<file path="config.mk">
export PLATFORM = sky130hd
export DESIGN_NAME = srpl_eval
export DESIGN_NICKNAME = d
export VERILOG_FILES = /design/src/rtl/core/srpl_eval.sv
export SDC_FILE = /design/constraint.sdc
export NUM_CORES = 1
export LEC_CHECK = 0
export BUFFER_PORTS_ARGS = -buffer_cell sky130_fd_sc_hd__buf_2
export CORE_MARGIN = 2
export CORE_UTILIZATION = 48
export CTS_BUF_LIST = sky130_fd_sc_hd__clkbuf_8
export DETAILED_ROUTE_END_ITERATION = 8
export GPL_TIMING_DRIVEN = 0
export PLACE_DENSITY = 0.77
export SLEW_MARGIN = 0
export SYNTH_ARGS = -nofsm -noshare
export SYNTH_HDL_FRONTEND = slang
export SYNTH_SLANG_ARGS = --single-unit
export TNS_END_PERCENT = 5
</file>
<file path="constraint.sdc">
create_clock -name clk -period 10.5 [get_ports clk]
set_input_delay 0 -clock clk [delete_from_list [all_inputs] [get_ports clk]]
set_output_delay 0 -clock clk [all_outputs]
set_load 0.01 [all_outputs]
</file>
<file path="src/rtl/core/srpl_eval.sv">
// Per-entry evaluation stage: containment test and Manhattan corner distance.
// Standalone; results registered the cycle after the entry is presented.
module srpl_eval #(
    parameter int COORD_BITS = 20
) (
    input  logic                         clk,
    input  logic signed [COORD_BITS-1:0] cx,
    input  logic signed [COORD_BITS-1:0] cy,
    input  logic        [COORD_BITS-2:0] side,
    input  logic signed [COORD_BITS-1:0] qx,
    input  logic signed [COORD_BITS-1:0] qy,
    output logic                         hit,
    output logic        [COORD_BITS+1:0] distance
);

    localparam int CB = COORD_BITS;

    logic signed [CB:0]   cx_e, cy_e, qx_e, qy_e;
    logic signed [CB:0]   x_hi, y_hi;
    logic signed [CB:0]   dx, dy;
    logic        [CB:0]   adx, ady;
    logic                 hit_next;
    logic        [CB+1:0] dist_next;
    logic                 hit_reg;
    logic        [CB+1:0] dist_reg;

    always_comb
    begin
        cx_e = {cx[CB-1], cx};
        cy_e = {cy[CB-1], cy};
        qx_e = {qx[CB-1], qx};
        qy_e = {qy[CB-1], qy};
        // upper edges, exact (one extra bit)
        x_hi = cx_e + $signed({2'b00, side});
        y_hi = cy_e + $signed({2'b00, side});
        hit_next = (qx_e >= cx_e) && (qx_e <= x_hi) &&
                   (qy_e >= cy_e) && (qy_e <= y_hi);
        dx  = cx_e - qx_e;
        dy  = cy_e - qy_e;
        adx = dx[CB] ? $unsigned(-dx) : $unsigned(dx);
        ady = dy[CB] ? $unsigned(-dy) : $unsigned(dy);
        dist_next = {1'b0, adx} + {1'b0, ady};
    end

    always_ff @(posedge clk)
    begin
        hit_reg  <= hit_next;
        dist_reg <= dist_next;
    end

    assign hit      = hit_reg;
    assign distance = dist_reg;

endmodule

</file>
# Word level (Yosys, flattened, before mapping)
# Cells that the tools add are included.
[word_totals]
register_bits = 23
latch_bits = 0
ram_bits = 0
mem_bits_ro = 0
input_bits = 100
output_inout_bits = 23
word_cells = 18
memories = 0
[op_classes]
add_sub_neg = 7
mul = 0
div = 0
n_lt_le_gt_ge = 4
n_eq_ne = 0
shift = 0
n_mux = 2
bitwise = 0
reduce_logical = 3
[ops]
columns = ["cell", "count"]
rows = [
  ["adder 20 x 20 -> 21 bit", 2],
  ["less-or-equal comparator 20 x 21 -> 1 bit", 2],
  ["2-to-1 mux 21 bit", 2],
  ["negation 21 bit", 2],
  ["subtractor 20 x 20 -> 21 bit", 2],
  [">= comparator 20 bit", 2],
  ["adder 21 x 21 -> 22 bit", 1],
  ["logical AND 1 bit", 3],
]

# Logic depth before layout (Yosys ltp)
# Gate-level depths: netlist of the first run.
[logic_depth]
word_depth = 5
mapped_depth = 23
mapped_depth_nobuf = 22

# Worst setup path after synthesis of the first run
# No wires, ideal clock.
[synth_timing]
kind = "input to register"
startpoint = "input port cx[0]"
endpoint = "register dist_reg[21], in the netlist distance[21]"
setup_time_ns = 0.137
arrival_time_ns = 4.228
t_required_ns = 10.363
path_slack_ns = 6.135
stages = 22
path_buffers = 0
path_cell_list = "inv_1 -> ha_1 -> fa_1 -> nand2b_1 -> a21o_1 -> a21boi_1 -> o2111ai_1 -> a31oi_2 -> o2111ai_1 -> a32oi_2 -> a21oi_1 -> xnor2_1 -> ha_1 -> a41o_1 -> a21oi_1 -> o31a_1 -> o21ai_0 -> o211ai_1 -> a31oi_1 -> a41o_1 -> o41ai_1 -> o21ai_0"
[synth_between]
elab_chain_len = 4
[synth_lines]
columns = ["element", "line", "source"]
rows = [
  ["start: declaration", "7", "input logic signed [COORD_BITS-1:0] cx,"],
  ["subtractor 20 x 20 -> 21 bit *", "38", "dx = cx_e - qx_e;"],
  ["negation 21 bit", "40", "adx = dx[CB] ? $unsigned(-dx) : $unsigned(dx);"],
  ["2-to-1 mux 21 bit *", "40", ""],
  ["adder 21 x 21 -> 22 bit *", "42", "dist_next = {1'b0, adx} + {1'b0, ady};"],
  ["via dist_next[21]", "23", "logic [CB+1:0] dist_next;"],
  ["end signal: assignment", "48", "dist_reg <= dist_next;"],
  ["end: declaration", "25", "logic [CB+1:0] dist_reg;"],
]
# Mark *: on every way through the listed nets, which the timed path passes. The rest lies on a longest branch.

# Worst setup path in the final report of the first run
# Same ends and word-level chain as after synthesis.

==> flow_metrics.env, run 1 <==
export IMPL_outcome="finished, final reports clean"
export IMPL_avgRoutedWirePerCell_um=15.2
export IMPL_start_util_pct=48.9
export IMPL_rows=45
export IMPL_cp_required_ns=10.62
export IMPL_fin_crit_sh_pct=48.2
export IMPL_netlist_instances=970
export IMPL_post_cts_setup_buffers=0
export IMPL_ys_seq_area_share_pct=6.24
export IMPL_fmax_ghz=0.198
export IMPL_die_height_um=128
export IMPL_drive_above_1_share_pct=15.7
export IMPL_hold_viol_final=0
export IMPL_critPathMaxFanout=9
export IMPL_synth_top_family_by_area="compound AO/OA/AOI/OAI gates"
export IMPL_grt_pass1_wl_mm=31.0
export IMPL_ir_worst_vdd_uv=70.4
export IMPL_insertedDiodeCount=0
export IMPL_drt_wl_total_mm=19.5
export IMPL_firstDrtPassIters=4
export IMPL_critPathBufInv=2
export IMPL_postCtsHoldBufs=0
export IMPL_tightest_slew_ns=0.705
export IMPL_slew_headroom_pct=51.8
export IMPL_grt_overflow_total=0
export IMPL_cpPeakStageDelay_ns=0.49
export IMPL_p_per_area_nw_per_um2=136
export IMPL_ant_nets=0
export IMPL_path_cells="buf_2 > inv_1 > ha_1 > fa_1 > nand2b_1 > a21o_1 > a21boi_1 > o2111ai_1 > a31oi_2 > o2111ai_1 > a32oi_2 > a21oi_1 > xnor2_1 > ha_1 > a41o_1 > a21oi_1 > o31a_1 > o21ai_0 > o211ai_1 > a31oi_1 > a41o_1 > o41ai_1 > o21ai_0"
export IMPL_dpl_cell_area_um2=8230
export IMPL_synthArstFlopShare_pct=0
export IMPL_clkSinkCount=23
export IMPL_tns_ns=0
export IMPL_crit_arrival_ns=5.19
export IMPL_hp_start="qx[0]"
export IMPL_n_fill_cell=1467
export IMPL_p_leak_nw=4.05
export IMPL_syn_to_final_growth_pct=12.1
export IMPL_startpoint="cx[0]"
export IMPL_antenna_found_initial=0
export IMPL_total_power_mw=1.12
export IMPL_synth_compound_area_share_pct=29.6
export IMPL_final_common_cell="ha_1"
export IMPL_fin_crit_ns=5.06
export IMPL_root_buffer="clkbuf_8"
export IMPL_fin_area_um2=8270
export IMPL_rsz0062_at_grt="false"
export IMPL_final_cell_mix="ha_1 (145), buf_2 (126), inv_1 (83), nor2_1 (78), a21oi_1 (78)"
export IMPL_cts_made_buffers=3
export IMPL_ys_top_cells_by_area="ha_1 (25%), xnor2_1 (8.4%), dfxtp_1 (6.2%)"
export IMPL_netlist_area_leader_share_pct=24.6
export IMPL_clkTransAtPathRegs_ns=0.07
export IMPL_finalSetupViolCount=0
export IMPL_grt_max_degree=14
export IMPL_boundaryPins=123
export IMPL_grt_pass1_vias=6441
export IMPL_globalplace_congestion=0.935
export IMPL_vias=7259
export IMPL_utilization_pct=54.8
export IMPL_min_path_type="in -> reg"
export IMPL_yosys_area_share_simple_pct=19.9
export IMPL_cts_resized=0
export IMPL_grt_total_usage_pct=23.3
export IMPL_worstSetupStartpointType="primary input"
export IMPL_muxShareOfSynthArea_pct=0.424
export IMPL_portBuffers=122
export IMPL_pre_cts_slack_ns=5.25
export IMPL_yosysUniqueCellTypes=82
export IMPL_final_nets=1347
export IMPL_synth_area_leader_cell="ha_1"
export IMPL_yosys_area_share_xor_xnor_pct=13.1
export IMPL_cp_top_family="compound AO/OA/AOI/OAI gates"
export IMPL_yosysWarnings=0
export IMPL_cts_buffer_depth=2
export IMPL_critPathKind="in -> reg"
export IMPL_slew_violations=0
export IMPL_core_area_um2=15100
export IMPL_drt_iter0_drc=342
export IMPL_largest_register_ffs=22
export IMPL_synth_ff_type="dfxtp_1"
export IMPL_fp_dieW_um=128
export IMPL_die_area_um2=16400
export IMPL_netlist_area_um2=7380
export IMPL_synthAdderAreaFrac_pct=25.9
export IMPL_maxCapViolations=0
export IMPL_synth_edff_count=0
export IMPL_drcViolationCount=0
export IMPL_vias_per_cell=5.65
export IMPL_cp_end_kind="flop"
export IMPL_cts_tree="built"
export IMPL_final_setup_worst_slack_ns=5.44
export IMPL_ctsHtreeMaxLevel=1
export IMPL_synth_seq_cells=23
export IMPL_avgSynthCellArea_um2=7.61
export IMPL_crit_slowest_cell="a32oi_2"
export IMPL_syn_nets=1220
export IMPL_dp_hpwl_mm=17.4
-- metal layers --
layer  routed length, um  GRT usage (%)
met5                   0              0
met4                 760           9.11
met3                 885           1.29
met2                8210           36.6
met1                9660           33.3
-- worst paths after layout --
kind	cells after the start	slack [ns]	endpoint
hold / removal	4	0.37	distance[0]
setup / recovery	23	5.44	distance[21]
-- where the power goes --
| group | total (mW) | switching [mW] | internal [mW] |
|---|---|---|---|
| Combinational | 0.929 | 0.512 | 0.417 |
| Sequential | 0.144 | 0.00693 | 0.137 |
| Clock | 0.0511 | 0.0248 | 0.0264 |
-- synth_stat cells (all sizes together), types with 3 or more instances --
master / count
ha: 145
a21oi: 84
inv: 83
nor2: 78
o21ai: 74
xnor2: 72
a21o: 48
nand2: 45
xor2: 35
nor3: 27
o21a: 26
dfxtp: 23
nand3: 21
nand4: 19
nor2b: 18
a31oi: 11
nand2b: 11
o211ai: 10
o31ai: 9
or3: 9
and3: 8
or2: 8
and4: 7
o2111ai: 7
o41ai: 7
a211oi: 6
and2: 6
buf: 6
o21bai: 6
a2111oi: 5
fa: 5
nor4: 5
clkbuf: 4
nor4b: 4
a21boi: 3
a31o: 3
nand3b: 3
o31a: 3
-- logic make-up (layout without fill, tap and decap cells) --
| group | count (synthesis) | in the layout |
|---|---|---|
| buffers and inverters | 93 | 219 |
| muxes | 3 | 3 |
| adders and majority gates | 150 | 150 |
| AOI/OAI and AO/OA | 320 | 320 |
| and+or+nand+nor | 274 | 274 |
| xor gates and xnor gates | 107 | 107 |
| DFF | 23 | 23 |
-- tightest hold or removal path, stage by stage --
cell	delay, ns
buf_2	0.09
ha_1	0.29
inv_1	0.08
ha_1	0.13
-- metrics by stage --
stage,std cells,hold WS [ns]
final,1284,0.366
after global routing,1284,0.358
after CTS,1284,0.361
after detailed placement,1280,0.394
after global placement,1280,0.395
after floorplan,970,0.304
-- area by class of cell --
type                       count  area [um2]  area share, %
clock buffer                   3        41.3          0.499
sequential                    23         460           5.57
tap                          188         235           2.84
timing repair buffer         122         611           7.38
multi-input combinational    854        6560           79.3
clock inverter                 1        5.00         0.0605
inverter                      83         312           3.77
buffer                        10        46.3          0.560
Note: power is estimated with default switching activity, not from simulation.
==> run 2: changes to the inputs <==
clock period = 4.8 ns   (was 10.5 ns; I/O delays follow)
==> run 2 against run 1 <==
  * Die area unchanged
  * Via count is 1.2% higher
  * Core utilization is 1.2 points higher
  * Critical path type unchanged
  * Total power up 130%
  * Global-route usage rose by 0.070 points
  * Sequential cell count unchanged
  * Cell count up 0.86%
  * Clock power grew 120%
  * Sequential power rose by 120%
  * Clock-buffer cell count stayed put
==> flow_metrics.env, run 2 (synthesized netlist as in run 1, its figures left out) <==
export IMPL_outcome="finished, final reports clean"
export IMPL_drt_iter0_drc=401
export IMPL_grt_pass1_vias=6465
export IMPL_final_setup_worst_slack_ns=0.164
export IMPL_portBuffers=122
export IMPL_holdWs_ns=0.377
export IMPL_postCtsHoldBufs=0
export IMPL_highest_layer="met4"
export IMPL_core_area_um2=15100
export IMPL_crit_slowest_cell="fa_1"
export IMPL_final_common_cell="ha_1"
export IMPL_critPathKind="in -> reg"
export IMPL_fp_dieW_um=128
export IMPL_path_depth=24
export IMPL_dpl_cell_area_um2=8230
export IMPL_p_leak_nw=4.12
export IMPL_die_area_um2=16400
export IMPL_worstSetupStartpointType="primary input"
export IMPL_finalSetupViolCount=0
export IMPL_critPathMaxFanout=4
export IMPL_slew_violations=0
export IMPL_rows=45
export IMPL_die_height_um=128
export IMPL_slew_headroom_pct=50.7
export IMPL_ant_nets=0
export IMPL_ir_worst_vdd_uv=156
export IMPL_met2_length_mm=8.54
export IMPL_path_cells="buf_2 > inv_1 > ha_1 > fa_1 > nand2b_4 > a21o_1 > a21boi_2 > o2111ai_1 > a31oi_2 > o2111ai_2 > a32oi_4 > buf_4 > a21oi_1 > xnor2_1 > ha_2 > a41o_1 > a21oi_1 > o31a_1 > o21ai_0 > o211ai_1 > a31oi_1 > a41o_1 > o41ai_4 > o21ai_0"
export IMPL_clkSinkCount=23
export IMPL_fin_area_um2=8450
export IMPL_multi_input_area_um2=6660
export IMPL_root_buffer="clkbuf_8"
export IMPL_final_cell_mix="ha_1 (144), buf_2 (125), inv_1 (83), nor2_1 (78), a21oi_1 (77)"
export IMPL_fmax_ghz=0.216
export IMPL_hold_viol_final=0
export IMPL_firstDrtPassIters=5
export IMPL_crit_arrival_ns=4.77
export IMPL_start_util_pct=48.9
export IMPL_wl_met3_um=862
export IMPL_drcViolationCount=0
export IMPL_min_path_type="in -> reg"
export IMPL_avgRoutedWirePerCell_um=15.5
export IMPL_seq_area_um2=460
export IMPL_total_power_mw=2.57
export IMPL_globalplace_congestion=0.935
export IMPL_drt_wl_total_mm=20.0
export IMPL_dp_hpwl_mm=17.4
export IMPL_cts_buffer_depth=2
export IMPL_grt_overflow_total=0
export IMPL_maxCapViolations=0
export IMPL_vias_per_cell=5.67
export IMPL_critPathBufInv=3
export IMPL_cp_required_ns=4.94
export IMPL_antenna_found_initial=0
export IMPL_cts_tree="built"
export IMPL_fin_crit_ns=4.64
export IMPL_cp_end_kind="flop"
export IMPL_grt_total_usage_pct=23.3
export IMPL_p_per_area_nw_per_um2=304
export IMPL_ctsHtreeMaxLevel=1
export IMPL_insertedDiodeCount=0
export IMPL_cpPeakStageDelay_ns=0.41
export IMPL_boundaryPins=123
export IMPL_grt_max_degree=14
export IMPL_final_nets=1358
export IMPL_tightest_slew_ns=0.728
export IMPL_cts_made_buffers=3
export IMPL_drt_met1_wl_mm=9.82
export IMPL_whs_path_depth=4
export IMPL_syn_to_final_growth_pct=14.6
export IMPL_fin_crit_sh_pct=96.6
export IMPL_largest_register_ffs=22
export IMPL_drive_above_1_share_pct=17.8
export IMPL_grt_pass1_wl_mm=31.1
export IMPL_vias=7348
export IMPL_n_fill_cell=1457
export IMPL_pre_cts_slack_ns=-0.453
export IMPL_cp_top_family="compound AO/OA/AOI/OAI gates"
export IMPL_clkTransAtPathRegs_ns=0.07
export IMPL_tns_ns=0
run 2: cell types whose count changed in the layout (fill, tap and decap cells not counted), sizes merged:
cell | before | now
clkbuf | 7 | 6
buf | 128 | 140
run 2: through the flow:
| step | utilization (%) | instances |
|---|---|---|
| after floorplan | - | 970 |
| after global placement | 54.5 | 1280 |
| after detailed placement | 54.5 | 1280 |
| after CTS | 54.9 | 1284 |
| after global routing | 56.0 | 1295 |
| final | 56.0 | 1295 |
run 2: worst paths after layout:
check	startpoint	end	slack, ns
max	cx[0]	distance[21]	0.16
min	qx[0]	distance[0]	0.38
run 2: routing by layer:
layer	track usage, %	vias to the layer above
met3	1.34	38
met4	9.63	0
met5	0	-
met2	36.5	207
met1	33.4	3250
li1	-	3853
run 2: power breakdown:
part	internal (mW)	leakage, nW	total (mW)	switching, mW
clock	0.0577	0.0255	0.113	0.0550
sequential	0.299	0.193	0.314	0.0151
combinational	0.969	3.90	2.14	1.17
run 2: final cells by class:
type / instances / area share [%]
well taps: 188 / 2.78
plain buffers: 9 / 0.533
clock inverters: 1 / 0.0592
clock buffers: 3 / 0.488
flip-flops and latches: 23 / 5.45
inverters: 83 / 3.69
repair buffers: 134 / 8.29
multi-input cells: 854 / 78.7
run 2: what timing repair did:
item	CTS	global route
gates resized for setup	2	18
cloned	0	0
buffers inserted	0	12
pin swaps	1	9
endpoints found under the setup margin	3	7
endpoints found under the hold margin	0	0
==> run 3: changes to the inputs <==
CORE_ASPECT_RATIO = 0.7   (was unset)
RECOVER_POWER = 100   (was unset)
==> run 3 against run 2 <==
  * Non-clock buffer count decreased by 5
  * Cell count rose by 0.15%
  * Total power rose by 0.22%
  * Core utilization up 0.75 points
  * Setup slack better by 0.028 ns
  * Critical path depth fell by 1
  * Wire length is 4.1% higher
  * Critical path type unchanged
  * Critical endpoint is now distance[20]
  * Largest power group unchanged
==> flow_metrics.env, run 3 (synthesized netlist as in run 1, its figures left out) <==
export IMPL_portBuffers=122
export IMPL_cp_required_ns=4.97
export IMPL_path_cells="buf_2 > inv_1 > ha_1 > fa_2 > nand2b_4 > a21o_1 > a21boi_2 > o2111ai_2 > a31oi_4 > o2111ai_2 > a32oi_4 > nor2_1 > a21o_1 > fa_1 > nor2b_1 > o21ai_0 > a21boi_1 > o2111ai_2 > a21oi_1 > o31ai_2 > o21bai_1 > a21oi_1 > xnor2_1"
export IMPL_slew_headroom_pct=58.0
export IMPL_p_leak_nw=4.04
export IMPL_crit_arrival_ns=4.78
export IMPL_startpoint="cx[0]"
export IMPL_core_area_um2=14900
export IMPL_grt_overflow_total=0
export IMPL_vias=7607
export IMPL_boundaryPins=123
export IMPL_hold_viol_final=0
export IMPL_clkSinkCount=23
export IMPL_whs_path_depth=4
export IMPL_cts_tree="built"
export IMPL_drcViolationCount=0
export IMPL_pre_cts_slack_ns=-0.557
export IMPL_crit_slowest_cell="fa_1"
export IMPL_final_nets=1353
export IMPL_maxCapViolations=0
export IMPL_firstDrtPassIters=5
export IMPL_min_path_type="in -> reg"
export IMPL_root_buffer="clkbuf_8"
export IMPL_fin_area_um2=8440
export IMPL_largest_register_ffs=22
export IMPL_critPathMaxFanout=6
export IMPL_start_util_pct=49.7
export IMPL_fmax_ghz=0.217
export IMPL_n_fill_cell=1424
export IMPL_grt_pass1_wl_mm=32.8
export IMPL_ctsHtreeMaxLevel=1
export IMPL_clkTransAtPathRegs_ns=0.08
export IMPL_cts_buffer_depth=2
export IMPL_drt_iter0_drc=812
export IMPL_critPathKind="in -> reg"
export IMPL_grt_max_degree=14
export IMPL_p_per_area_nw_per_um2=305
export IMPL_antenna_found_initial=0
export IMPL_insertedDiodeCount=0
export IMPL_rows=37
export IMPL_grt_pass1_vias=6520
export IMPL_path_depth=23
export IMPL_grt_total_usage_pct=24.6
export IMPL_tns_ns=0
export IMPL_outcome="finished, final reports clean"
export IMPL_drive_above_1_share_pct=15.5
export IMPL_cts_made_buffers=3
export IMPL_avgRoutedWirePerCell_um=16.1
export IMPL_crit_end="distance[20]"
export IMPL_finalSetupViolCount=0
export IMPL_slew_violations=0
export IMPL_final_cell_mix="ha_1 (145), buf_2 (101), inv_1 (83), nor2_1 (78), a21oi_1 (76)"
export IMPL_tightest_slew_ns=0.614
export IMPL_ir_worst_vdd_uv=171
export IMPL_die_area_um2=16400
export IMPL_cpPeakStageDelay_ns=0.46
export IMPL_final_setup_worst_slack_ns=0.192
export IMPL_fin_crit_sh_pct=96.0
export IMPL_dpl_cell_area_um2=8230
export IMPL_critPathBufInv=2
export IMPL_drt_wl_total_mm=20.9
export IMPL_globalplace_congestion=0.919
export IMPL_ant_nets=0
export IMPL_final_common_cell="ha_1"
export IMPL_dp_hpwl_mm=17.7
export IMPL_cp_end_kind="flop"
export IMPL_cp_top_family="compound AO/OA/AOI/OAI gates"
export IMPL_die_height_um=108
export IMPL_fp_dieW_um=152
export IMPL_fin_crit_ns=4.61
export IMPL_syn_to_final_growth_pct=14.3
export IMPL_worstSetupStartpointType="primary input"
export IMPL_vias_per_cell=5.87
export IMPL_cp_common_cell="o2111ai_2"
export IMPL_postCtsHoldBufs=0
[run 3: tightest hold or removal path: cells and delay by family]
| kind | cells | cell delay, ns |
|---|---|---|
| fa+ha+maj | 2 | 0.40 |
| buf+inv | 2 | 0.17 |
[run 3: through the flow]
| stage | total power, mW | hold WS [ns] | std cells | util, % |
|---|---|---|---|---|
| after floorplan | 1.88 | 0.304 | 970 | - |
| after global placement | 2.31 | 0.394 | 1287 | 55.4 |
| after detailed placement | 2.35 | 0.397 | 1287 | 55.4 |
| after CTS | 2.51 | 0.303 | 1291 | 55.9 |
| after global routing | 2.84 | 0.348 | 1297 | 56.8 |
| final | 2.57 | 0.316 | 1297 | 56.8 |
[run 3: area by class of cell]
cell class / count / area (um2) / area share [%]
Tap cell: 195 / 244 / 2.89
Timing Repair Buffer: 129 / 634 / 7.52
Multi-Input combinational cell: 854 / 6690 / 79.3
Clock inverter: 1 / 5.00 / 0.0593
Clock buffer: 3 / 41.3 / 0.489
Inverter: 83 / 312 / 3.69
Buffer: 9 / 47.5 / 0.564
Sequential cell: 23 / 460 / 5.46
[run 3: worst min path at each step]
| stage | start | slack [ns] | to |
|---|---|---|---|
| after detailed placement | distance[10] | 0.40 | distance[10] |
| after global routing | qy[0] | 0.35 | distance[0] |
| after global placement | distance[5] | 0.39 | distance[5] |
| after floorplan | distance[0] | 0.30 | distance[0] |
| after CTS | qy[0] | 0.30 | distance[0] |
| final | qy[0] | 0.32 | distance[0] |
[run 3: report_power, final]
part / internal, mW / switching [mW] / total [mW] / leakage, nW
Clock: 0.0583 / 0.0657 / 0.124 / 0.0255
Combinational: 0.940 / 1.19 / 2.13 / 3.82
Sequential: 0.299 / 0.0209 / 0.320 / 0.193
[run 3: what timing repair did]
item / CTS / global route
setup buffers: 0 / 7
resized for setup: 7 / 20
endpoints found under the setup margin: 5 / 8
pin swaps: 1 / 10
[run 3: per-layer routing]
metal	vias to the layer above	GRT usage [%]	wire, um
li1	3838	-	-
met1	3453	38.8	10500
met2	294	34.8	8110
met3	22	3.78	1970
met4	0	3.87	291
met5	-	0	0
